File: src/hdl/jrsp_pkg.sv
package jrsp_pkg;

  localparam int unsigned CfgW = 16;
  localparam int unsigned CfgIdxW = 3;
  localparam int unsigned PosW = 16;
  localparam int unsigned MagW = 15;

  localparam logic [MagW-1:0] FullScale = 15'd32767;

  localparam logic            RstAxisSelect = 1'b0;
  localparam logic [MagW-1:0] RstDeadZone = 15'd1638;
  localparam logic [MagW-1:0] RstChangeLimit = 15'd6554;
  localparam logic [15:0]     RstMinInterval = 16'd10;
  localparam logic [15:0]     RstMaxInterval = 16'd500;
  localparam logic [PosW-1:0] RstStepsPerRev = 16'd200;

  typedef enum logic [CfgIdxW-1:0] {
    CfgAxisSelect  = 3'd0,
    CfgDeadZone    = 3'd1,
    CfgChangeLimit = 3'd2,
    CfgMinInterval = 3'd3,
    CfgMaxInterval = 3'd4,
    CfgStepsPerRev = 3'd5
  } cfg_idx_e;

  typedef struct packed {
    logic            start;
    logic [PosW-1:0] dividend;
    logic [PosW:0]   modulus;
  } mod_req_t;

  typedef struct packed {
    logic            busy;
    logic            done;
    logic [PosW-1:0] rem;
  } mod_rsp_t;

endpackage

File: src/hdl/jrsp_posmod.sv
module jrsp_posmod (
  input  logic                clk_i,
  input  logic                rst_ni,
  input  jrsp_pkg::mod_req_t  req_i,
  output jrsp_pkg::mod_rsp_t  rsp_o
);

  localparam int unsigned W = jrsp_pkg::PosW;
  localparam int unsigned CntW = $clog2(W);

  logic            busy_q, busy_d;
  logic [CntW-1:0] cnt_q, cnt_d;
  logic [W-1:0]    num_q, num_d;
  logic [W:0]      mod_q, mod_d;
  logic [W:0]      rem_q, rem_d;
  logic [W:0]      shifted;
  logic            last;

  // one quotient bit per cycle, restoring remainder
  always_comb begin
    shifted = {rem_q[W-1:0], num_q[W-1]};
    last    = busy_q && (cnt_q == '0);
    busy_d  = busy_q;
    cnt_d   = cnt_q;
    num_d   = num_q;
    mod_d   = mod_q;
    rem_d   = rem_q;
    if (req_i.start) begin
      busy_d = 1'b1;
      cnt_d  = CntW'(W - 1);
      num_d  = req_i.dividend;
      mod_d  = req_i.modulus;
      rem_d  = '0;
    end else if (busy_q) begin
      num_d = {num_q[W-2:0], 1'b0};
      rem_d = (shifted >= mod_q) ? shifted - mod_q : shifted;
      cnt_d = cnt_q - 1'b1;
      if (last) begin
        busy_d = 1'b0;
      end
    end
  end

  always_ff @(posedge clk_i or negedge rst_ni) begin
    if (!rst_ni) begin
      busy_q <= 1'b0;
      cnt_q  <= '0;
    end else begin
      busy_q <= busy_d;
      cnt_q  <= cnt_d;
    end
  end

  always_ff @(posedge clk_i) begin
    num_q <= num_d;
    mod_q <= mod_d;
    rem_q <= rem_d;
  end

  logic done_q;

  always_ff @(posedge clk_i or negedge rst_ni) begin
    if (!rst_ni) begin
      done_q <= 1'b0;
    end else begin
      done_q <= last && !req_i.start;
    end
  end

  // hold off the user through the load cycle as well
  assign rsp_o.busy = busy_q || done_q || req_i.start;
  assign rsp_o.done = done_q;
  assign rsp_o.rem  = rem_q[W-1:0];

endmodule

File: src/hdl/joystick_rate_stepper_pulser_top.sv
// Step/direction pulse generator driven by one joystick axis. Each input word is one timer
// tick carrying both axes plus connect and stop flags; each tick yields exactly one output
// word with step pulse, direction-change strobe, direction and wrapped position. The block
// takes one word per clock while neither the output stalls nor a remainder pass runs: a tick
// sits in the input register and its result is loaded into the output register, and a
// stalled output only holds the pipe. The wait interval is multiplied out in the step cycle
// and divided by full scale on the following cycle. A write to steps_per_rev starts a
// remainder pass, followed by a load of its result, that reduces a copy of the held position
// into the new range for the next step; input is stalled until that result is loaded.
module joystick_rate_stepper_pulser_top #(
  parameter int unsigned VALUE_BITS = 16
) (
  input  logic                               clk_i,
  input  logic                               rst_ni,
  input  logic                               in_valid_i,
  output logic                               in_stall_o,
  input  logic signed [VALUE_BITS-1:0]       x_value_i,
  input  logic signed [VALUE_BITS-1:0]       y_value_i,
  input  logic                               joy_connected_i,
  input  logic                               stop_i,
  output logic                               out_valid_o,
  input  logic                               out_stall_i,
  output logic                               step_pulse_o,
  output logic                               dir_strobe_o,
  output logic                               step_dir_o,
  output logic [jrsp_pkg::PosW-1:0]          position_o,
  input  logic                               cfg_we_i,
  input  logic [jrsp_pkg::CfgIdxW-1:0]       cfg_idx_i,
  input  logic [jrsp_pkg::CfgW-1:0]          cfg_data_i
);

  localparam int unsigned PW = jrsp_pkg::PosW;
  localparam int unsigned MW = jrsp_pkg::MagW;

  // configuration
  logic          axis_q;
  logic [MW-1:0] dz_q, cl_q;
  logic [15:0]   min_q, max_q;
  logic [PW-1:0] spr_q;

  always_ff @(posedge clk_i or negedge rst_ni) begin
    if (!rst_ni) begin
      axis_q <= jrsp_pkg::RstAxisSelect;
      dz_q   <= jrsp_pkg::RstDeadZone;
      cl_q   <= jrsp_pkg::RstChangeLimit;
      min_q  <= jrsp_pkg::RstMinInterval;
      max_q  <= jrsp_pkg::RstMaxInterval;
      spr_q  <= jrsp_pkg::RstStepsPerRev;
    end else if (cfg_we_i) begin
      unique case (jrsp_pkg::cfg_idx_e'(cfg_idx_i))
        jrsp_pkg::CfgAxisSelect:  axis_q <= cfg_data_i[0];
        jrsp_pkg::CfgDeadZone:    dz_q   <= cfg_data_i[MW-1:0];
        jrsp_pkg::CfgChangeLimit: cl_q   <= cfg_data_i[MW-1:0];
        jrsp_pkg::CfgMinInterval: min_q  <= cfg_data_i;
        jrsp_pkg::CfgMaxInterval: max_q  <= cfg_data_i;
        jrsp_pkg::CfgStepsPerRev: spr_q  <= cfg_data_i;
        default: ;
      endcase
    end
  end

  // position remainder unit
  jrsp_pkg::mod_req_t mod_req;
  jrsp_pkg::mod_rsp_t mod_rsp;
  logic [PW-1:0]      pos_q, red_q;

  assign mod_req.start    = cfg_we_i &&
                            (jrsp_pkg::cfg_idx_e'(cfg_idx_i) == jrsp_pkg::CfgStepsPerRev);
  assign mod_req.dividend = pos_q;
  assign mod_req.modulus  = (cfg_data_i == '0) ? {1'b1, {PW{1'b0}}} : {1'b0, cfg_data_i};

  jrsp_posmod u_posmod (
    .clk_i  (clk_i),
    .rst_ni (rst_ni),
    .req_i  (mod_req),
    .rsp_o  (mod_rsp)
  );

  // input register
  logic                         in_vld_q;
  logic signed [VALUE_BITS-1:0] x_q, y_q;
  logic                         conn_q, stop_q;
  logic                         out_vld_q;
  logic                         adv;

  assign adv        = in_vld_q && !mod_rsp.busy && (!out_vld_q || !out_stall_i);
  assign in_stall_o = in_vld_q && !adv;

  always_ff @(posedge clk_i or negedge rst_ni) begin
    if (!rst_ni) begin
      in_vld_q <= 1'b0;
    end else if (in_valid_i && !in_stall_o) begin
      in_vld_q <= 1'b1;
    end else if (adv) begin
      in_vld_q <= 1'b0;
    end
  end

  always_ff @(posedge clk_i) begin
    if (in_valid_i && !in_stall_o) begin
      x_q    <= x_value_i;
      y_q    <= y_value_i;
      conn_q <= joy_connected_i;
      stop_q <= stop_i;
    end
  end

  // state
  logic          waiting_q, fresh_q, dir_q;
  logic [15:0]   ticks_q, lo_q;
  logic [MW-1:0] ref_q;
  logic [30:0]   prod_abs_q;
  logic          prod_neg_q;

  // magnitude of the selected axis
  logic signed [VALUE_BITS-1:0] raw;
  logic                         neg;
  logic [VALUE_BITS-1:0]        absu;
  logic [MW-1:0]                mag;

  always_comb begin
    raw  = axis_q ? y_q : x_q;
    neg  = raw[VALUE_BITS-1];
    absu = neg ? VALUE_BITS'(-raw) : VALUE_BITS'(raw);
    mag  = (32'(absu) > 32'(jrsp_pkg::FullScale)) ? jrsp_pkg::FullScale : MW'(absu);
  end

  // interval = lo + prod / FullScale, using 2^15 - 1 folding
  logic [15:0] q_a;
  logic [14:0] q_b;
  logic [16:0] q_s, q_sum;
  logic [15:0] q_cd, quo;
  logic [17:0] lo_ext, iv_full;
  logic [15:0] iv;

  always_comb begin
    q_a     = prod_abs_q[30:15];
    q_b     = prod_abs_q[14:0];
    q_s     = {1'b0, q_a} + {2'b0, q_b};
    q_cd    = {1'b0, q_s[14:0]} + {14'b0, q_s[16:15]};
    q_sum   = {1'b0, q_a} + {15'b0, q_s[16:15]}
            + {16'b0, (q_cd >= 16'(jrsp_pkg::FullScale))};
    quo     = q_sum[15:0];
    lo_ext  = {2'b0, lo_q};
    iv_full = prod_neg_q ? lo_ext - {2'b0, quo} : lo_ext + {2'b0, quo};
    iv      = iv_full[15:0];
  end

  // product for the next interval
  logic signed [16:0] span;
  logic [MW-1:0]      om;
  logic signed [32:0] prod;
  logic [30:0]        prod_abs;

  always_comb begin
    span     = $signed({1'b0, max_q}) - $signed({1'b0, min_q});
    om       = jrsp_pkg::FullScale - mag;
    prod     = span * $signed({1'b0, om});
    prod_abs = prod[32] ? 31'(-prod) : 31'(prod);
  end

  // decision
  logic          force_idle, wt0, still, step, new_dir, strobe;
  logic [15:0]   tk0, tk1;
  logic [MW-1:0] diff;
  logic [PW:0]   modulus, inc;
  logic [PW-1:0] new_pos;

  always_comb begin
    force_idle = stop_q || !conn_q;
    wt0        = fresh_q ? (iv != '0) : waiting_q;
    tk0        = fresh_q ? iv : ticks_q;
    tk1        = tk0 - 1'b1;
    diff       = (mag > ref_q) ? mag - ref_q : ref_q - mag;
    still      = wt0 && (diff <= cl_q) && (tk1 != '0);
    step       = !force_idle && !still && (mag >= dz_q);
    new_dir    = neg;
    strobe     = new_dir != dir_q;
    modulus    = (spr_q == '0) ? {1'b1, {PW{1'b0}}} : {1'b0, spr_q};
    inc        = {1'b0, red_q} + 1'b1;
    if (!new_dir) begin
      new_pos = (inc == modulus) ? '0 : inc[PW-1:0];
    end else begin
      new_pos = (red_q == '0) ? PW'(modulus - 1'b1) : red_q - 1'b1;
    end
  end

  always_ff @(posedge clk_i or negedge rst_ni) begin
    if (!rst_ni) begin
      waiting_q <= 1'b0;
      fresh_q   <= 1'b0;
      ticks_q   <= '0;
      ref_q     <= '0;
      dir_q     <= 1'b0;
      pos_q     <= '0;
      red_q     <= '0;
    end else begin
      if (adv) begin
        if (force_idle) begin
          waiting_q <= 1'b0;
          fresh_q   <= 1'b0;
          ticks_q   <= '0;
        end else if (still) begin
          waiting_q <= 1'b1;
          fresh_q   <= 1'b0;
          ticks_q   <= tk1;
        end else if (step) begin
          waiting_q <= 1'b0;
          fresh_q   <= 1'b1;
          ref_q     <= mag;
          dir_q     <= new_dir;
          pos_q     <= new_pos;
          red_q     <= new_pos;
        end else begin
          waiting_q <= 1'b0;
          fresh_q   <= 1'b0;
        end
      end else if (fresh_q) begin
        waiting_q <= iv != '0;
        ticks_q   <= iv;
        fresh_q   <= 1'b0;
      end
      if (mod_rsp.done) begin
        red_q <= mod_rsp.rem;
      end
    end
  end

  always_ff @(posedge clk_i) begin
    if (adv && step) begin
      prod_abs_q <= prod_abs;
      prod_neg_q <= prod[32];
      lo_q       <= min_q;
    end
  end

  // result register
  logic          pulse_q, strobe_q, odir_q;
  logic [PW-1:0] opos_q;

  always_ff @(posedge clk_i or negedge rst_ni) begin
    if (!rst_ni) begin
      out_vld_q <= 1'b0;
    end else if (adv) begin
      out_vld_q <= 1'b1;
    end else if (!out_stall_i) begin
      out_vld_q <= 1'b0;
    end
  end

  always_ff @(posedge clk_i) begin
    if (adv) begin
      pulse_q  <= step;
      strobe_q <= step && strobe;
      odir_q   <= step ? new_dir : dir_q;
      opos_q   <= step ? new_pos : pos_q;
    end
  end

  assign out_valid_o  = out_vld_q;
  assign step_pulse_o = pulse_q;
  assign dir_strobe_o = strobe_q;
  assign step_dir_o   = odir_q;
  assign position_o   = opos_q;

endmodule

File: config.mk
export PLATFORM = sky130hd
export DESIGN_NAME = joystick_rate_stepper_pulser_top
export DESIGN_NICKNAME = d
export VERILOG_FILES = /design/src/hdl/jrsp_pkg.sv /design/src/hdl/jrsp_posmod.sv /design/src/hdl/joystick_rate_stepper_pulser_top.sv
export SDC_FILE = /design/constraint.sdc
export NUM_CORES = 2
export LEC_CHECK = 0
export CORE_MARGIN = 5
export CORE_UTILIZATION = 55
export DETAILED_ROUTE_END_ITERATION = 16
export DONT_BUFFER_PORTS = 1
export PLACE_DENSITY = 0.7
export SLEW_MARGIN = 5
export SYNTH_ARGS = -nofsm -noshare
export SYNTH_HDL_FRONTEND = slang
export SYNTH_SLANG_ARGS = --single-unit
export TNS_END_PERCENT = 20
File: constraint.sdc
create_clock -name clk_i -period 22.7 [get_ports clk_i]
set_input_delay 4.54 -clock clk_i [delete_from_list [all_inputs] [get_ports clk_i]]
set_output_delay 4.54 -clock clk_i [all_outputs]
set_load 0.01 [all_outputs]
==> load_flow_metrics.sql <==
INSERT INTO impl_metrics (metric_group, metric, value, unit) VALUES
('cells_and_area', 'stdcell_count', '4029', ''),
('sta', 'hold_viol_final', '0', ''),
('route', 'detailedRoute.firstIterationViolations', '1970', ''),
('clock_network', 'cts_root_buf', 'sky130_fd_sc_hd__clkbuf_16', ''),
('floorplanning', 'core_rows', '86', ''),
('synthesis', 'number_of_instances_in_the_synthesized_netlist', '3332', ''),
('cells_and_area', 'final_cell_mix', 'sky130_fd_sc_hd__inv_1, sky130_fd_sc_hd__nand2_1, sky130_fd_sc_hd__fa_1', ''),
('placement', 'io_buffers', '0', ''),
('route', 'totalWireLength', '80300', 'µm'),
('synthesis', 'post_synth.cell_area_avg', '9.18', 'µm²'),
('clock_network', 'postCtsHoldBufs', '0', ''),
('route', 'detail_route.wl_per_cell', '19.9', 'µm'),
('global_route', 'grt_pass1_vias', '24600', ''),
('floorplanning', 'io_pins', '79', ''),
('cells_and_area', 'final_common_cell', 'sky130_fd_sc_hd__inv_1', ''),
('route', 'drt_pre_antenna_iters', '6', ''),
('synthesis', 'synth_flop_cell', 'sky130_fd_sc_hd__edfxtp_1', ''),
('clock_network', 'clock_tree_from_tritoncts', 'built', ''),
('floorplanning', 'floorplan.die.width', '246', 'µm'),
('floorplanning', 'starting_density', '0.555', ''),
('synthesis', 'synth_edf_count', '134', ''),
('setup_path', 'ff2ff_path_depth', '45', ''),
('setup_path', 'worst_r2r_startpoint', 'prod_abs_q[17]', ''),
('setup_path', 'critPathCaptureType', 'register', ''),
('placement', 'finalWeightedCongestion', '0.959', ''),
('cells_and_area', 'num-fill-cells', '4820', ''),
('clock_network', 'post-cts-setup-buffer-count', '0', ''),
('cells_and_area', 'total_inserted_antenna_cells', '0', ''),
('sta', 'fin_ws', '10.71', 'ns'),
('setup_path', 'critical_path.startpoint_type', 'register', ''),
('sta', 'rsz0062_at_grt', 'false', ''),
('synthesis', 'asyncSetResetFlopFracSynth', '0.505', ''),
('setup_path', 'crit-reg2reg-capture', 'position_o[3]', ''),
('sta', 'final_period_minus_worst_setup_slack', '11.99', 'ns'),
('clock_network', 'insertion_delay', '0.55', 'ns'),
('floorplanning', 'chipHeight', '246', 'µm'),
('clock_network', 'cts_buffers', '36', ''),
('sta', 'fin_worst_skew', '0.0194', 'ns'),
('cells_and_area', 'drive_gt1_frac', '0.0722', ''),
('sta', 'worst_margin_pin_slew', '1.18', 'ns'),
('cells_and_area', 'multi_input_area', '20200', 'µm²'),
('sta', 'final_max_slew_viol_count', '0', ''),
('clock_network', 'clock_transition_at_the_register_clock_pins_on_the_worst_setup_and_hold_paths_after_cts', '0.06', 'ns'),
('setup_path', 'worst_path_fanout_max', '33', ''),
('placement', 'hpwlAfterDp', '61900', 'µm'),
('sta', 'tns_setup', '0', 'ns'),
('setup_path', 'r2r_setup_slack', '10.71', 'ns'),
('setup_path', 'crit_required', '22.99', 'ns'),
('setup_path', 'crit_type', 'register to register', ''),
('global_route', 'grtUsageTotal', '0.268', ''),
('clock_network', 'cts-root-to-sink-buffers', '3', ''),
('worst_hold_path', 'hold_crit_path_type', 'register to register', ''),
('cells_and_area', 'syn2layout_area_growth', '6.00', '%'),
('job', 'max_cap_violations', '0', ''),
('floorplanning', 'core_region_area', '55100', 'µm²'),
('sta', 'setup_viol_count_final', '0', ''),
('clock_network', 'htree_levels', '2', ''),
('synthesis', 'ff_latch_count_synth', '303', ''),
('synthesis', 'synth_sequential_area_ratio', '0.268', ''),
('setup_path', 'critPathMostFrequentCell', 'sky130_fd_sc_hd__a21oi_1', ''),
('run_status', 'status', 'finished, final reports clean', ''),
('global_route', 'overflow', '0', ''),
('setup_path', 'cp_arrival', '12.28', 'ns'),
('sta', 'final_min_period_over_clock_period', '0.528', ''),
('placement', 'pre_cts_ws', '10.93', 'ns'),
('route', 'num_vias', '24200', ''),
('route', 'ant_nets', '0', ''),
('placement', 'dp.cells', '3963', ''),
('floorplanning', 'die-area', '60400', 'µm²'),
('clock_network', 'numClockSinks', '303', ''),
('synthesis', 'netlist_area', '30600', 'µm²');
[cells in the mapped netlist (21+ instances only)]
cell | n | area share
sky130_fd_sc_hd__a21o_1 | 54 | 0.013
sky130_fd_sc_hd__a21oi_1 | 143 | 0.023
sky130_fd_sc_hd__a31oi_1 | 48 | 0.0098
sky130_fd_sc_hd__and2_1 | 29 | 0.0059
sky130_fd_sc_hd__and3_1 | 23 | 0.0047
sky130_fd_sc_hd__clkbuf_1 | 123 | 0.015
sky130_fd_sc_hd__dfrtp_1 | 129 | 0.11
sky130_fd_sc_hd__dfstp_2 | 24 | 0.021
sky130_fd_sc_hd__edfxtp_1 | 134 | 0.13
sky130_fd_sc_hd__fa_1 | 268 | 0.18
sky130_fd_sc_hd__ha_1 | 219 | 0.090
sky130_fd_sc_hd__inv_1 | 425 | 0.052
sky130_fd_sc_hd__mux2_2 | 59 | 0.022
sky130_fd_sc_hd__mux2i_1 | 42 | 0.014
sky130_fd_sc_hd__nand2_1 | 396 | 0.049
sky130_fd_sc_hd__nand2b_1 | 32 | 0.0065
sky130_fd_sc_hd__nand3_1 | 32 | 0.0052
sky130_fd_sc_hd__nand4_1 | 31 | 0.0063
sky130_fd_sc_hd__nor2_1 | 224 | 0.028
sky130_fd_sc_hd__nor2b_1 | 37 | 0.0076
sky130_fd_sc_hd__nor3_1 | 62 | 0.010
sky130_fd_sc_hd__nor4_1 | 21 | 0.0043
sky130_fd_sc_hd__o21a_1 | 21 | 0.0052
sky130_fd_sc_hd__o21ai_0 | 153 | 0.025
sky130_fd_sc_hd__o22ai_1 | 28 | 0.0057
sky130_fd_sc_hd__or3_1 | 24 | 0.0049
sky130_fd_sc_hd__xnor2_1 | 119 | 0.034
sky130_fd_sc_hd__xor2_1 | 89 | 0.025
[layout make-up]
type / instances / area share
clock inverter: 20 / 0.00676
inverter: 428 / 0.0496
clock buffer: 46 / 0.0305
multi-input combinational: 2452 / 0.624
tap: 748 / 0.0289
timing repair buffer: 32 / 0.00741
sequential: 303 / 0.253
[registers in the layout, summed over array words and instances (netlist names), 4 cells and up]
name and flops:
red_q 16, ref_q 15, min_q 16, max_q 16, pos_q 16, u_posmod.rem_q 16, y_q 16, position_o 16
cl_q 15, u_posmod.mod_q 17, lo_q 16, u_posmod.num_q 16, dz_q 15, x_q 16, prod_abs_q 31, u_posmod.cnt_q 4
spr_q 16, ticks_q 16
[cells by family (layout without fill, tap and decap cells)]
family	count (synthesis)	in the layout	synth area share
muxes	117	117	0.0422
xor gates and xnor gates	209	209	0.0601
buffers and inverters	577	526	0.0728
and+or+nand+nor	987	987	0.153
DFF	303	303	0.268
adders and majority gates	487	487	0.265
AOI/OAI and AO/OA	652	652	0.139
[layer usage]
layer | global-route usage | vias up | routed length, µm
met3 | 0.0359 | 190 | 5030
li1 | - | 11100 | -
met4 | 0.0927 | 0 | 3090
met5 | 0 | - | 0
met2 | 0.456 | 881 | 38700
met1 | 0.355 | 12000 | 33500
[critical path: cells and delay by family (launching register included)]
kind / cells / cell delay [ns]
adders and majority gates: 5 / 2.01
muxes: 1 / 0.43
DFF: 1 / 0.53
buffers and inverters: 1 / 0.07
and+or+nand+nor: 15 / 3.62
AOI/OAI and AO/OA: 21 / 4.84
xor gates and xnor gates: 2 / 0.20
[how the worst max path moves through the flow]
stage	from	to	depth (start not counted)	slack (ns)
global placement	prod_abs_q[17]	position_o[15]	45	11.15
floorplan	cfg_idx_i[1]	in_stall_o	8	11.78
global route	prod_abs_q[17]	prod_abs_q[10]	44	9.87
finish	prod_abs_q[17]	position_o[3]	45	10.71
CTS	prod_abs_q[17]	position_o[3]	45	10.83
detailed placement	prod_abs_q[17]	position_o[3]	45	10.93
[stage by stage]
stage,instance area (µm²),utilization,hold slack (ns)
6_report,32400,0.588,0.493
5_1_grt,32400,0.588,0.515
4_1_cts,32400,0.588,0.501
3_5_place_dp,31200,0.566,0.491
3_3_place_gp,31200,0.566,0.478
2_1_floorplan,30600,-,0.441
Power is not shown: default switching activity piles up to over one toggle a cycle in this logic, so the estimate is an artifact.
